<file path="src/hdl/vcsp_pkg.sv">
// ----------------------------------------------------------------------------
// vcsp_pkg: shared types and codes for the voxel chunk stream parser
// Field widths, result kinds, fault codes, chunk classes and tags, the result record and the tag classifier.
// ----------------------------------------------------------------------------
package vcsp_pkg;

  localparam int unsigned BYTE_W  = 8;
  localparam int unsigned KIND_W  = 3;
  localparam int unsigned DIM_W   = 31;
  localparam int unsigned COLOR_W = 7;
  localparam int unsigned FAULT_W = 4;
  localparam int unsigned WORD_W  = 32;
  localparam int unsigned CK_W    = 3;

  // result kinds
  localparam logic [KIND_W-1:0] KIND_SIZE  = 3'd0;
  localparam logic [KIND_W-1:0] KIND_VOXEL = 3'd1;
  localparam logic [KIND_W-1:0] KIND_DONE  = 3'd2;
  localparam logic [KIND_W-1:0] KIND_ERROR = 3'd3;
  localparam logic [KIND_W-1:0] KIND_DUPPK = 3'd4;

  // fault codes
  localparam logic [FAULT_W-1:0] FLT_BAD_MAGIC    = 4'd0;
  localparam logic [FAULT_W-1:0] FLT_VERSION_EOF  = 4'd1;
  localparam logic [FAULT_W-1:0] FLT_NO_MODELS    = 4'd2;
  localparam logic [FAULT_W-1:0] FLT_HEADER_EOF   = 4'd3;
  localparam logic [FAULT_W-1:0] FLT_PACK_EOF     = 4'd4;
  localparam logic [FAULT_W-1:0] FLT_SIZE_EOF     = 4'd5;
  localparam logic [FAULT_W-1:0] FLT_SIZE_NONPOS  = 4'd6;
  localparam logic [FAULT_W-1:0] FLT_VOX_NO_SIZE  = 4'd7;
  localparam logic [FAULT_W-1:0] FLT_COUNT_EOF    = 4'd8;
  localparam logic [FAULT_W-1:0] FLT_ZERO_VOXELS  = 4'd9;
  localparam logic [FAULT_W-1:0] FLT_VOXEL_EOF    = 4'd10;
  localparam logic [FAULT_W-1:0] FLT_COLOR_NEG    = 4'd11;
  localparam logic [FAULT_W-1:0] FLT_COUNT_MISM   = 4'd12;

  // chunk classes
  localparam logic [CK_W-1:0] CK_OTHER = 3'd0;
  localparam logic [CK_W-1:0] CK_MAIN  = 3'd1;
  localparam logic [CK_W-1:0] CK_PACK  = 3'd2;
  localparam logic [CK_W-1:0] CK_SIZE  = 3'd3;
  localparam logic [CK_W-1:0] CK_XYZI  = 3'd4;
  localparam logic [CK_W-1:0] CK_RGBA  = 3'd5;

  // four-character tags, first character in the low byte
  localparam logic [WORD_W-1:0] TAG_VOX  = 32'h2058_4F56;
  localparam logic [WORD_W-1:0] TAG_MAIN = 32'h4E49_414D;
  localparam logic [WORD_W-1:0] TAG_PACK = 32'h4B43_4150;
  localparam logic [WORD_W-1:0] TAG_SIZE = 32'h455A_4953;
  localparam logic [WORD_W-1:0] TAG_XYZI = 32'h495A_5958;
  localparam logic [WORD_W-1:0] TAG_RGBA = 32'h4142_4752;

  typedef struct packed {
    logic [KIND_W-1:0]  kind;
    logic [DIM_W-1:0]   dim_x;
    logic [DIM_W-1:0]   dim_y;
    logic [DIM_W-1:0]   dim_z;
    logic [BYTE_W-1:0]  vox_x;
    logic [BYTE_W-1:0]  vox_y;
    logic [BYTE_W-1:0]  vox_z;
    logic [COLOR_W-1:0] colour;
    logic [FAULT_W-1:0] fault;
    logic [WORD_W-1:0]  models_seen;
  } res_t;

  function automatic logic [CK_W-1:0] classify(input logic [WORD_W-1:0] id);
    logic [CK_W-1:0] ck;
    priority if (id == TAG_MAIN) ck = CK_MAIN;
    else if (id == TAG_PACK)     ck = CK_PACK;
    else if (id == TAG_SIZE)     ck = CK_SIZE;
    else if (id == TAG_XYZI)     ck = CK_XYZI;
    else if (id == TAG_RGBA)     ck = CK_RGBA;
    else                         ck = CK_OTHER;
    return ck;
  endfunction

endpackage

</file>
<file path="src/hdl/vcsp_in_if.sv">
// ----------------------------------------------------------------------------
// vcsp_in_if: file byte channel
// Valid/ready channel carrying one file byte or an end-of-file mark per word.
// ----------------------------------------------------------------------------
interface vcsp_in_if;
  logic                        valid;
  logic                        ready;
  logic                        mode;
  logic [vcsp_pkg::BYTE_W-1:0] data_byte;

  modport source (output valid, output mode, output data_byte, input ready);
  modport sink   (input valid, input mode, input data_byte, output ready);
endinterface

</file>
<file path="src/hdl/vcsp_out_if.sv">
// ----------------------------------------------------------------------------
// vcsp_out_if: parser result channel
// Valid/ready channel carrying one parse result record per word.
// ----------------------------------------------------------------------------
interface vcsp_out_if;
  logic                         valid;
  logic                         ready;
  logic [vcsp_pkg::KIND_W-1:0]  kind;
  logic [vcsp_pkg::DIM_W-1:0]   dim_x;
  logic [vcsp_pkg::DIM_W-1:0]   dim_y;
  logic [vcsp_pkg::DIM_W-1:0]   dim_z;
  logic [vcsp_pkg::BYTE_W-1:0]  vox_x;
  logic [vcsp_pkg::BYTE_W-1:0]  vox_y;
  logic [vcsp_pkg::BYTE_W-1:0]  vox_z;
  logic [vcsp_pkg::COLOR_W-1:0] colour;
  logic [vcsp_pkg::FAULT_W-1:0] fault;
  logic [vcsp_pkg::WORD_W-1:0]  models_seen;

  modport source (output valid, output kind, output dim_x, output dim_y, output dim_z,
                  output vox_x, output vox_y, output vox_z, output colour, output fault,
                  output models_seen, input ready);
  modport sink   (input valid, input kind, input dim_x, input dim_y, input dim_z,
                  input vox_x, input vox_y, input vox_z, input colour, input fault,
                  input models_seen, output ready);
endinterface

</file>
<file path="src/hdl/vox_chunk_stream_parser_unit.sv">
// ----------------------------------------------------------------------------
// vox_chunk_stream_parser_unit: voxel chunk file parser
// Path: a word accepted into the input register is stepped by the parser, and
//   any result it makes is written to the result register when it advances.
// Throughput: one word per cycle while no result is held back; a word with no
//   result advances while a result waits, one with a result waits for room.
// Reset (rst_ni low, async): parser returns to the magic check, counters and
//   held values clear, both pipeline registers go empty.
// ----------------------------------------------------------------------------
module vox_chunk_stream_parser_unit (
  input  logic              clk_i,
  input  logic              rst_ni,
  vcsp_in_if.sink           in_i,
  vcsp_out_if.source        out_o
);

  // parser phases
  localparam logic [3:0] PH_MAGIC   = 4'd0;
  localparam logic [3:0] PH_VERSION = 4'd1;
  localparam logic [3:0] PH_HEADER  = 4'd2;
  localparam logic [3:0] PH_PACK    = 4'd3;
  localparam logic [3:0] PH_SIZE    = 4'd4;
  localparam logic [3:0] PH_COUNT   = 4'd5;
  localparam logic [3:0] PH_VOXEL   = 4'd6;
  localparam logic [3:0] PH_SKIP    = 4'd7;
  localparam logic [3:0] PH_HALT    = 4'd8;

  // ---- input register ------------------------------------------------------
  logic                        in_valid_q;
  logic                        mode_q;
  logic [vcsp_pkg::BYTE_W-1:0] byte_q;

  // ---- parser state ---------------------------------------------------------
  logic [3:0]                  phase_q, phase_d;
  logic [3:0]                  bpos_q, bpos_d;
  logic [vcsp_pkg::WORD_W-1:0] acc_q, acc_d;
  logic [vcsp_pkg::CK_W-1:0]   ckind_q, ckind_d;
  logic [vcsp_pkg::WORD_W-1:0] clen_q, clen_d;
  logic [vcsp_pkg::WORD_W-1:0] remain_q, remain_d;
  logic [vcsp_pkg::WORD_W-1:0] dim0_q, dim0_d;
  logic [vcsp_pkg::WORD_W-1:0] dim1_q, dim1_d;
  logic [vcsp_pkg::BYTE_W-1:0] coord_q [3];
  logic [vcsp_pkg::BYTE_W-1:0] coord_d [3];
  logic [vcsp_pkg::WORD_W-1:0] pack_q, pack_d;
  logic [vcsp_pkg::WORD_W-1:0] models_q, models_d;
  logic                        have_q, have_d;

  // ---- result register ------------------------------------------------------
  logic           out_valid_q;
  vcsp_pkg::res_t out_q;

  // ---- step logic -----------------------------------------------------------
  vcsp_pkg::res_t              res;
  logic                        res_emit;
  logic                        advance;
  logic                        do_fail;
  logic                        do_finish;
  logic [vcsp_pkg::FAULT_W-1:0] fail_code;
  logic [vcsp_pkg::WORD_W-1:0] word;
  logic [vcsp_pkg::WORD_W-1:0] remain_dec;
  logic [vcsp_pkg::WORD_W-1:0] skip_len;
  logic [3:0]                  bpos_inc;
  logic                        word_done;

  assign remain_dec = remain_q - 32'd1;
  assign bpos_inc   = bpos_q + 4'd1;
  assign word_done  = (bpos_q[1:0] == 2'd3);
  assign skip_len   = clen_q[31] ? '0 : clen_q;

  // little-endian word assembly: byte lane picked by the low position bits
  always_comb begin
    unique case (bpos_q[1:0])
      2'd0:    word = {24'd0, byte_q};
      2'd1:    word = {acc_q[31:16], byte_q, acc_q[7:0]};
      2'd2:    word = {acc_q[31:24], byte_q, acc_q[15:0]};
      default: word = {byte_q, acc_q[23:0]};
    endcase
  end

  always_comb begin
    phase_d   = phase_q;
    bpos_d    = bpos_q;
    acc_d     = acc_q;
    ckind_d   = ckind_q;
    clen_d    = clen_q;
    remain_d  = remain_q;
    dim0_d    = dim0_q;
    dim1_d    = dim1_q;
    coord_d   = coord_q;
    pack_d    = pack_q;
    models_d  = models_q;
    have_d    = have_q;
    res       = '0;
    res_emit  = 1'b0;
    do_fail   = 1'b0;
    do_finish = 1'b0;
    fail_code = vcsp_pkg::FLT_BAD_MAGIC;

    if (in_valid_q && (phase_q != PH_HALT)) begin
      if (mode_q) begin
        // end of file: the phase decides between a fault and the final check
        unique case (phase_q)
          PH_MAGIC:   begin do_fail = 1'b1; fail_code = vcsp_pkg::FLT_BAD_MAGIC;   end
          PH_VERSION: begin do_fail = 1'b1; fail_code = vcsp_pkg::FLT_VERSION_EOF; end
          PH_HEADER: begin
            if (bpos_q < 4'd4) begin
              do_finish = 1'b1;
            end else begin
              do_fail   = 1'b1;
              fail_code = vcsp_pkg::FLT_HEADER_EOF;
            end
          end
          PH_PACK:    begin do_fail = 1'b1; fail_code = vcsp_pkg::FLT_PACK_EOF;    end
          PH_SIZE:    begin do_fail = 1'b1; fail_code = vcsp_pkg::FLT_SIZE_EOF;    end
          PH_COUNT:   begin do_fail = 1'b1; fail_code = vcsp_pkg::FLT_COUNT_EOF;   end
          PH_VOXEL:   begin do_fail = 1'b1; fail_code = vcsp_pkg::FLT_VOXEL_EOF;   end
          default:    do_finish = 1'b1;
        endcase
      end else if (phase_q == PH_SKIP) begin
        remain_d = remain_dec;
        if (remain_dec == '0) begin
          phase_d = PH_HEADER;
          bpos_d  = '0;
        end
      end else if (phase_q == PH_VOXEL) begin
        if (bpos_q < 4'd3) begin
          coord_d[bpos_q[1:0]] = byte_q;
          bpos_d = bpos_inc;
        end else begin
          bpos_d = '0;
          if (byte_q[7]) begin
            do_fail   = 1'b1;
            fail_code = vcsp_pkg::FLT_COLOR_NEG;
          end else begin
            res_emit   = 1'b1;
            res.kind   = vcsp_pkg::KIND_VOXEL;
            res.vox_x  = coord_q[0];
            res.vox_y  = coord_q[1];
            res.vox_z  = coord_q[2];
            res.colour = byte_q[6:0];
            remain_d   = remain_dec;
            if (remain_dec == '0) begin
              phase_d = PH_HEADER;
            end
          end
        end
      end else begin
        // word-assembling phases
        acc_d  = word;
        bpos_d = bpos_inc;
        if (word_done) begin
          unique case (phase_q)
            PH_MAGIC: begin
              if (word != vcsp_pkg::TAG_VOX) begin
                do_fail   = 1'b1;
                fail_code = vcsp_pkg::FLT_BAD_MAGIC;
              end else begin
                phase_d = PH_VERSION;
                bpos_d  = '0;
              end
            end
            PH_VERSION: begin
              phase_d = PH_HEADER;
              bpos_d  = '0;
            end
            PH_HEADER: begin
              if (bpos_inc == 4'd4) begin
                ckind_d = vcsp_pkg::classify(word);
              end else if (bpos_inc == 4'd8) begin
                clen_d = word;
              end else begin
                // header complete: dispatch on the chunk class
                bpos_d = '0;
                unique case (ckind_q)
                  vcsp_pkg::CK_MAIN: phase_d = PH_HEADER;
                  vcsp_pkg::CK_PACK: phase_d = PH_PACK;
                  vcsp_pkg::CK_SIZE: phase_d = PH_SIZE;
                  vcsp_pkg::CK_XYZI: begin
                    if (!have_q) begin
                      do_fail   = 1'b1;
                      fail_code = vcsp_pkg::FLT_VOX_NO_SIZE;
                    end else begin
                      phase_d = PH_COUNT;
                    end
                  end
                  default: begin
                    remain_d = skip_len;
                    phase_d  = (skip_len == '0) ? PH_HEADER : PH_SKIP;
                  end
                endcase
              end
            end
            PH_PACK: begin
              phase_d = PH_HEADER;
              bpos_d  = '0;
              if (pack_q == '0) begin
                pack_d = word;
              end else begin
                res_emit = 1'b1;
                res.kind = vcsp_pkg::KIND_DUPPK;
              end
            end
            PH_SIZE: begin
              if (bpos_inc == 4'd4) begin
                dim0_d = word;
              end else if (bpos_inc == 4'd8) begin
                dim1_d = word;
              end else if (dim0_q == '0 || dim0_q[31] || dim1_q == '0 || dim1_q[31] ||
                           word == '0 || word[31]) begin
                do_fail   = 1'b1;
                fail_code = vcsp_pkg::FLT_SIZE_NONPOS;
              end else begin
                have_d    = 1'b1;
                models_d  = models_q + 32'd1;
                phase_d   = PH_HEADER;
                bpos_d    = '0;
                res_emit  = 1'b1;
                res.kind  = vcsp_pkg::KIND_SIZE;
                res.dim_x = dim0_q[30:0];
                res.dim_y = dim1_q[30:0];
                res.dim_z = word[30:0];
              end
            end
            PH_COUNT: begin
              if (word == '0) begin
                do_fail   = 1'b1;
                fail_code = vcsp_pkg::FLT_ZERO_VOXELS;
              end else begin
                bpos_d = '0;
                if (word[31]) begin
                  phase_d = PH_HEADER;
                end else begin
                  remain_d = word;
                  phase_d  = PH_VOXEL;
                end
              end
            end
            default: ;
          endcase
        end
      end

      // final check at end of file
      if (do_finish) begin
        if (!have_q) begin
          do_fail   = 1'b1;
          fail_code = vcsp_pkg::FLT_NO_MODELS;
        end else if (pack_q != '0 && pack_q != models_q) begin
          do_fail   = 1'b1;
          fail_code = vcsp_pkg::FLT_COUNT_MISM;
        end else begin
          phase_d         = PH_HALT;
          res_emit        = 1'b1;
          res.kind        = vcsp_pkg::KIND_DONE;
          res.models_seen = models_q;
        end
      end

      if (do_fail) begin
        phase_d   = PH_HALT;
        res_emit  = 1'b1;
        res       = '0;
        res.kind  = vcsp_pkg::KIND_ERROR;
        res.fault = fail_code;
      end
    end
  end

  // a word leaves the input register when its result (if any) has room
  assign advance    = in_valid_q && (!res_emit || !out_valid_q || out_o.ready);
  assign in_i.ready = !in_valid_q || advance;

  // input register
  always_ff @(posedge clk_i or negedge rst_ni) begin
    if (!rst_ni) begin
      in_valid_q <= 1'b0;
    end else if (in_i.ready) begin
      in_valid_q <= in_i.valid;
    end
  end

  always_ff @(posedge clk_i) begin
    if (in_i.ready && in_i.valid) begin
      mode_q <= in_i.mode;
      byte_q <= in_i.data_byte;
    end
  end

  // parser state
  always_ff @(posedge clk_i or negedge rst_ni) begin
    if (!rst_ni) begin
      phase_q  <= PH_MAGIC;
      bpos_q   <= '0;
      acc_q    <= '0;
      ckind_q  <= vcsp_pkg::CK_OTHER;
      clen_q   <= '0;
      remain_q <= '0;
      dim0_q   <= '0;
      dim1_q   <= '0;
      coord_q  <= '{default: '0};
      pack_q   <= '0;
      models_q <= '0;
      have_q   <= 1'b0;
    end else if (advance) begin
      phase_q  <= phase_d;
      bpos_q   <= bpos_d;
      acc_q    <= acc_d;
      ckind_q  <= ckind_d;
      clen_q   <= clen_d;
      remain_q <= remain_d;
      dim0_q   <= dim0_d;
      dim1_q   <= dim1_d;
      coord_q  <= coord_d;
      pack_q   <= pack_d;
      models_q <= models_d;
      have_q   <= have_d;
    end
  end

  // result register
  always_ff @(posedge clk_i or negedge rst_ni) begin
    if (!rst_ni) begin
      out_valid_q <= 1'b0;
    end else if (advance && res_emit) begin
      out_valid_q <= 1'b1;
    end else if (out_o.ready) begin
      out_valid_q <= 1'b0;
    end
  end

  always_ff @(posedge clk_i) begin
    if (advance && res_emit) begin
      out_q <= res;
    end
  end

  assign out_o.valid       = out_valid_q;
  assign out_o.kind        = out_q.kind;
  assign out_o.dim_x       = out_q.dim_x;
  assign out_o.dim_y       = out_q.dim_y;
  assign out_o.dim_z       = out_q.dim_z;
  assign out_o.vox_x       = out_q.vox_x;
  assign out_o.vox_y       = out_q.vox_y;
  assign out_o.vox_z       = out_q.vox_z;
  assign out_o.colour      = out_q.colour;
  assign out_o.fault       = out_q.fault;
  assign out_o.models_seen = out_q.models_seen;

  // ---- assertions -----------------------------------------------------------
  a_halt_sticky: assert property (@(posedge clk_i) disable iff (!rst_ni)
    phase_q == PH_HALT |=> phase_q == PH_HALT)
    else $error("parser left halt without reset");

  a_voxel_remaining: assert property (@(posedge clk_i) disable iff (!rst_ni)
    (phase_q == PH_VOXEL || phase_q == PH_SKIP) |-> remain_q != '0)
    else $error("counted phase with nothing remaining");

  a_voxel_pos: assert property (@(posedge clk_i) disable iff (!rst_ni)
    phase_q == PH_VOXEL |-> bpos_q < 4'd4)
    else $error("voxel byte position out of range");

  a_done_has_model: assert property (@(posedge clk_i) disable iff (!rst_ni)
    (advance && res_emit && res.kind == vcsp_pkg::KIND_DONE) |-> have_q)
    else $error("done reported without a model");

  a_result_halts: assert property (@(posedge clk_i) disable iff (!rst_ni)
    (advance && res_emit && (res.kind == vcsp_pkg::KIND_DONE ||
                             res.kind == vcsp_pkg::KIND_ERROR)) |=> phase_q == PH_HALT)
    else $error("final result without halt");

endmodule
</file>
<file path="src/flat_wrapper.sv">
// flat-port wrapper written by rule: the top's interface ports become plain ports
module vox_chunk_stream_parser_unit_flat 
  (clk_i, rst_ni, in_i_valid, in_i_mode, in_i_data_byte, in_i_ready, out_o_valid, out_o_kind, out_o_dim_x, out_o_dim_y, out_o_dim_z, out_o_vox_x, out_o_vox_y, out_o_vox_z, out_o_colour, out_o_fault, out_o_models_seen, out_o_ready);
  vcsp_in_if in_i_i ();
  vcsp_out_if out_o_i ();
  input  logic clk_i;
  input  logic rst_ni;
  input wire logic [$bits(in_i_i.valid)-1:0] in_i_valid;
  input wire logic [$bits(in_i_i.mode)-1:0] in_i_mode;
  input wire logic [$bits(in_i_i.data_byte)-1:0] in_i_data_byte;
  output wire logic [$bits(in_i_i.ready)-1:0] in_i_ready;
  output wire logic [$bits(out_o_i.valid)-1:0] out_o_valid;
  output wire logic [$bits(out_o_i.kind)-1:0] out_o_kind;
  output wire logic [$bits(out_o_i.dim_x)-1:0] out_o_dim_x;
  output wire logic [$bits(out_o_i.dim_y)-1:0] out_o_dim_y;
  output wire logic [$bits(out_o_i.dim_z)-1:0] out_o_dim_z;
  output wire logic [$bits(out_o_i.vox_x)-1:0] out_o_vox_x;
  output wire logic [$bits(out_o_i.vox_y)-1:0] out_o_vox_y;
  output wire logic [$bits(out_o_i.vox_z)-1:0] out_o_vox_z;
  output wire logic [$bits(out_o_i.colour)-1:0] out_o_colour;
  output wire logic [$bits(out_o_i.fault)-1:0] out_o_fault;
  output wire logic [$bits(out_o_i.models_seen)-1:0] out_o_models_seen;
  input wire logic [$bits(out_o_i.ready)-1:0] out_o_ready;
  assign in_i_i.valid = in_i_valid;
  assign in_i_i.mode = in_i_mode;
  assign in_i_i.data_byte = in_i_data_byte;
  assign in_i_ready = in_i_i.ready;
  assign out_o_valid = out_o_i.valid;
  assign out_o_kind = out_o_i.kind;
  assign out_o_dim_x = out_o_i.dim_x;
  assign out_o_dim_y = out_o_i.dim_y;
  assign out_o_dim_z = out_o_i.dim_z;
  assign out_o_vox_x = out_o_i.vox_x;
  assign out_o_vox_y = out_o_i.vox_y;
  assign out_o_vox_z = out_o_i.vox_z;
  assign out_o_colour = out_o_i.colour;
  assign out_o_fault = out_o_i.fault;
  assign out_o_models_seen = out_o_i.models_seen;
  assign out_o_i.ready = out_o_ready;
  vox_chunk_stream_parser_unit u_core (.clk_i(clk_i), .rst_ni(rst_ni), .in_i(in_i_i), .out_o(out_o_i));
endmodule
</file>
<file path="config.mk">
export PLATFORM = sky130hd
export DESIGN_NAME = vox_chunk_stream_parser_unit_flat
export DESIGN_NICKNAME = d
export VERILOG_FILES = /design/src/hdl/vcsp_pkg.sv /design/src/hdl/vcsp_in_if.sv /design/src/hdl/vcsp_out_if.sv /design/src/hdl/vox_chunk_stream_parser_unit.sv /design/src/flat_wrapper.sv
export SDC_FILE = /design/constraint.sdc
export NUM_CORES = 1
export LEC_CHECK = 0
export BUFFER_PORTS_ARGS = -buffer_cell sky130_fd_sc_hd__buf_2
export CAP_MARGIN = 10
export CORE_MARGIN = 5
export CORE_UTILIZATION = 60
export CTS_BUF_LIST = sky130_fd_sc_hd__clkbuf_16
export DETAILED_ROUTE_END_ITERATION = 10
export GPL_TIMING_DRIVEN = 0
export HOLD_SLACK_MARGIN = 0.06
export PLACE_DENSITY = 0.84
export RECOVER_POWER = 50
export SETUP_SLACK_MARGIN = 0.5
export SLEW_MARGIN = 20
export SYNTH_ARGS = -nofsm -noshare
export SYNTH_HDL_FRONTEND = slang
export SYNTH_SLANG_ARGS = --single-unit
</file>
<file path="constraint.sdc">
create_clock -name clk_i -period 12.2 [get_ports clk_i]
set_input_delay 1.22 -clock clk_i [delete_from_list [all_inputs] [get_ports clk_i]]
set_output_delay 1.22 -clock clk_i [all_outputs]
set_load 0.02 [all_outputs]
</file>
==> summary.txt <==
GRT
  – Total grt overflow: 0
  – Initial antenna violation count: 3
  – Largest net degree at the start of global routing: 97
  – First-pass GRT wire length: 102000 um
  – Via count of the first global-routing pass: 16972
  – GRT Overall Usage: 34.7%

Power
  – Comb pwr share: 26.0%
  – Cell Pwr Density: 178 nW/um2
  – Peak VDD IR: 0.130 mV
  – Sw Share: 35.2%
  – Power Total: 4.15 mW
  – Lkg Pwr: 9.12 nW
  – Sequential power share: 41.0%
  – Internal power: 2.69 mW
  – Switching Power: 1.46 mW
  – Clock power share: 33.0%

Clock tree
  – TritonCTS Buffers: 44
  – CTS Sinks: 434
  – TritonCTS clock tree: built
  – Cts hold-fix bufs: 0
  – Root Driver: clkbuf_16
  – Clock Latency Late Sink: 0.57 ns
  – Clk pin slew, worst setup/hold paths: 0.06 ns
  – H-tree depth: 2
  – Post-CTS Resized: 0
  – Clock tree buffer depth: 3
  – Postcts setup bufs: 0

Yosys
  – Commonest cells post-synth: 262 x dfrtp_1, 174 x nor2_1, 172 x edfxtp_1, 138 x a21oi_1, 137 x and2_1
  – Avg Inst Size Synth: 10.8 um2
  – Mapped Area: 20400 um2
  – Seq/Total Area, Yosys: 57.4%
  – Ys Warns: 0
  – Post-synth EDFFs: 172
  – Synth top area cells: dfrtp_1 32%, edfxtp_1 25%, and2_1 4.2%
  – Post-synth top flop: dfrtp_1
  – Count leader, synth: dfrtp_1
  – Syn nets: 1917
  – Post-synthesis cell count: 1897
  – Synth cell types: 79
  – Dominant cell type by area after synthesis: dfrtp_1
  – Yosys reg bits: 434
  – Post-synth top area share: 32.1%
  – Async SR Flop Fraction: 60.4%

Die
  – Placeable Area: 33500 um2
  – Std cell rows: 67
  – Die Y: 194 um
  – Full die area: 37800 um2
  – Starting density of the core: 60.9%
  – Die X: 194 um
  – I/O pins: 178

Placement
  – Cell Area, Placed: 22000 um2
  – Routability Congestion: 0.972
  – IO buf count: 177
  – Detailed placement HPWL: 49300 um
  – Post-Place Cells: 2532

Drt
  – DR pass1 iterations: 6
  – DR vias: 17283
  – Routed wire per std cell: 25.8 um
  – DRT Wirelength: 67400 um
  – Initial drt markers: 2047
  – Via/cell ratio: 6.60
  – Antenna Nets Post-Route: 0
  – # DRC: 0

Layout
  – Area Overhead vs Synth: 14.2%
  – Ant. Diodes: 0
  – Post-route cell area: 23300 um2
  – Fin nets: 2153
  – Layout cell share with drive strength beyond 1: 8.21%
  – Non-filler cells, final: 2617

STA
  – Tcrit/Tclk final: 57.5%
  – Setup violators final: 0
  – TNS Setup: 0 ns
  – Worst-Margin Slew: 4.39 ns
  – Final min period: 7.01 ns
  – FMAX: 143 MHz
  – Fin. Hold Viols: 0
  – Worst Clk Skew: 0.0256 ns
  – RSZ-0062 raised after global routing: false
  – Final max-slew violation count: 77
  – Worst relative slew slack: -193%

Worst hold path
  – Hold/Removal Path Class: flop to flop

Worst setup path
  – Slowest stage delay, CP: 1.01 ns
  – Crit path max fanout: 10
  – Required @ worst endpoint: 10.98 ns
  – Most used cell, CP: buf_2
  – CP Capture Type: primary output
  – Critical Path Source Type: flop
  – Arrival @ worst endpoint: 5.79 ns
  – Worst R2R Setup Slack: 6.21 ns
  – Setup Crit Path Kind: flop to primary output
  – CP delay by family, top: compound AO/OA/AOI/OAI gates
  – Worst path slowest cell: a22oi_1
  – CP cell instances: inv_1, ha_1, clkbuf_1, o21ba_2, a22oi_1, nand4_1, or3_4, o21ai_2, a221oi_2, nor4_4, buf_2, nor2_1, buf_2
  – CP bufs+invs: 4

Outcome
  – Outcome: complete, but fails checks
  – Violated checks: capacitance limit, slew limit

Job
  – Max Cap Violations: 1
[tightest hold or removal path: stages, from the launching register on]
cell and delay (ns):
dfrtp_1 0.34, nand2_1 0.04, o21ai_0 0.07
[cell type report]
| class | instances | area (um2) |
|---|---|---|
| Timing Repair Buffer | 190 | 873 |
| Tap cell | 448 | 561 |
| Sequential cell | 434 | 11700 |
| Clock buffer | 44 | 1100 |
| Multi-Input combinational cell | 1311 | 8100 |
| Clock inverter | 38 | 354 |
| Buffer | 129 | 512 |
| Fill cell | 2520 | 10200 |
| Inverter | 23 | 86.3 |
[per-stage QoR]
stage	worst slack, ns	hold slack (ns)	util (%)
floorplan	1.44	0.442	-
global placement	-1.59	0.461	65.2
detailed placement	5.94	0.470	65.8
CTS	5.35	0.488	70.1
global route	5.10	0.509	69.5
finish	5.19	0.484	69.5
[path summary, 6_finish.rpt]
check / from / end / cells after the start
setup reg to reg: u_core.bpos_q[1] / u_core.out_o.dim_x[18] / 15
setup / recovery: u_core.bpos_q[1] / in_i_ready / 13
min in group asynchronous: rst_ni / u_core.models_q[6] / 1
max in group asynchronous: rst_ni / u_core.remain_q[25] / 1
hold / removal: u_core.coord_q[19] / u_core.coord_q[19] / 2
hold reg to reg: u_core.coord_q[19] / u_core.coord_q[19] / 2
[flip-flops by register name, indices dropped and copies added (netlist names), 24 cells and up]
signal,count
u_core.out_o.dim_y,31
u_core.models_q,32
u_core.dim0_q,32
u_core.out_o.dim_z,31
u_core.acc_q,32
u_core.remain_q,32
u_core.clen_q,32
u_core.dim1_q,32
u_core.out_o.models_seen,32
u_core.out_o.dim_x,31
u_core.pack_q,32
u_core.coord_q,24
[per-layer routing]
metal  part of all wire (%)  vias to the layer above  GRT usage (%)
li1                       -                     7439              -
met1                     38                     8443           45.3
met2                     46                     1117           54.8
met3                    9.8                      278           8.19
met4                    5.9                        6           17.7
met5                  0.049                        -              0
[cell families after synthesis]
logic type,after synthesis,share of synthesized area (%)
simple gates,731,18.7
compound gates,442,14.2
flops,434,57.4
buf+inv,152,2.93
xor+xnor,71,3.05
mux,60,3.26
fa+ha+maj,7,0.429
[cells in the final DEF (no fill, tap or decap), types with 11 or more instances in the layout]
master       n
a22oi_1     24
nand3_1     32
xnor2_1     30
or3_1       15
edfxtp_1   172
a2bb2oi_1   25
inv_1       32
nor2_1     172
clkbuf_16   44
and2_0      45
nor4_1      75
a221o_1     11
a22o_1      22
nor3_1      62
mux2_2      50
o21ai_0     93
buf_2       23
clkbuf_1   272
and3_1      12
and2_1      92
dfrtp_1    262
a21oi_1    138
nand4_1     43
nand2_1    119
a21o_1      37
xor2_1      41
[power groups by stage]
| stage | clock network, mW | logic [mW] | registers, mW |
|---|---|---|---|
| after floorplan | 0 | 0.535 | 1.79 |
| after global placement | 0 | 1.01 | 1.75 |
| after detailed placement | 0 | 1.04 | 1.72 |
| after CTS | 1.37 | 1.05 | 1.70 |
| after global routing | 1.44 | 1.12 | 1.71 |
| final | 1.37 | 1.08 | 1.70 |
(Power assumes the default switching activity.)
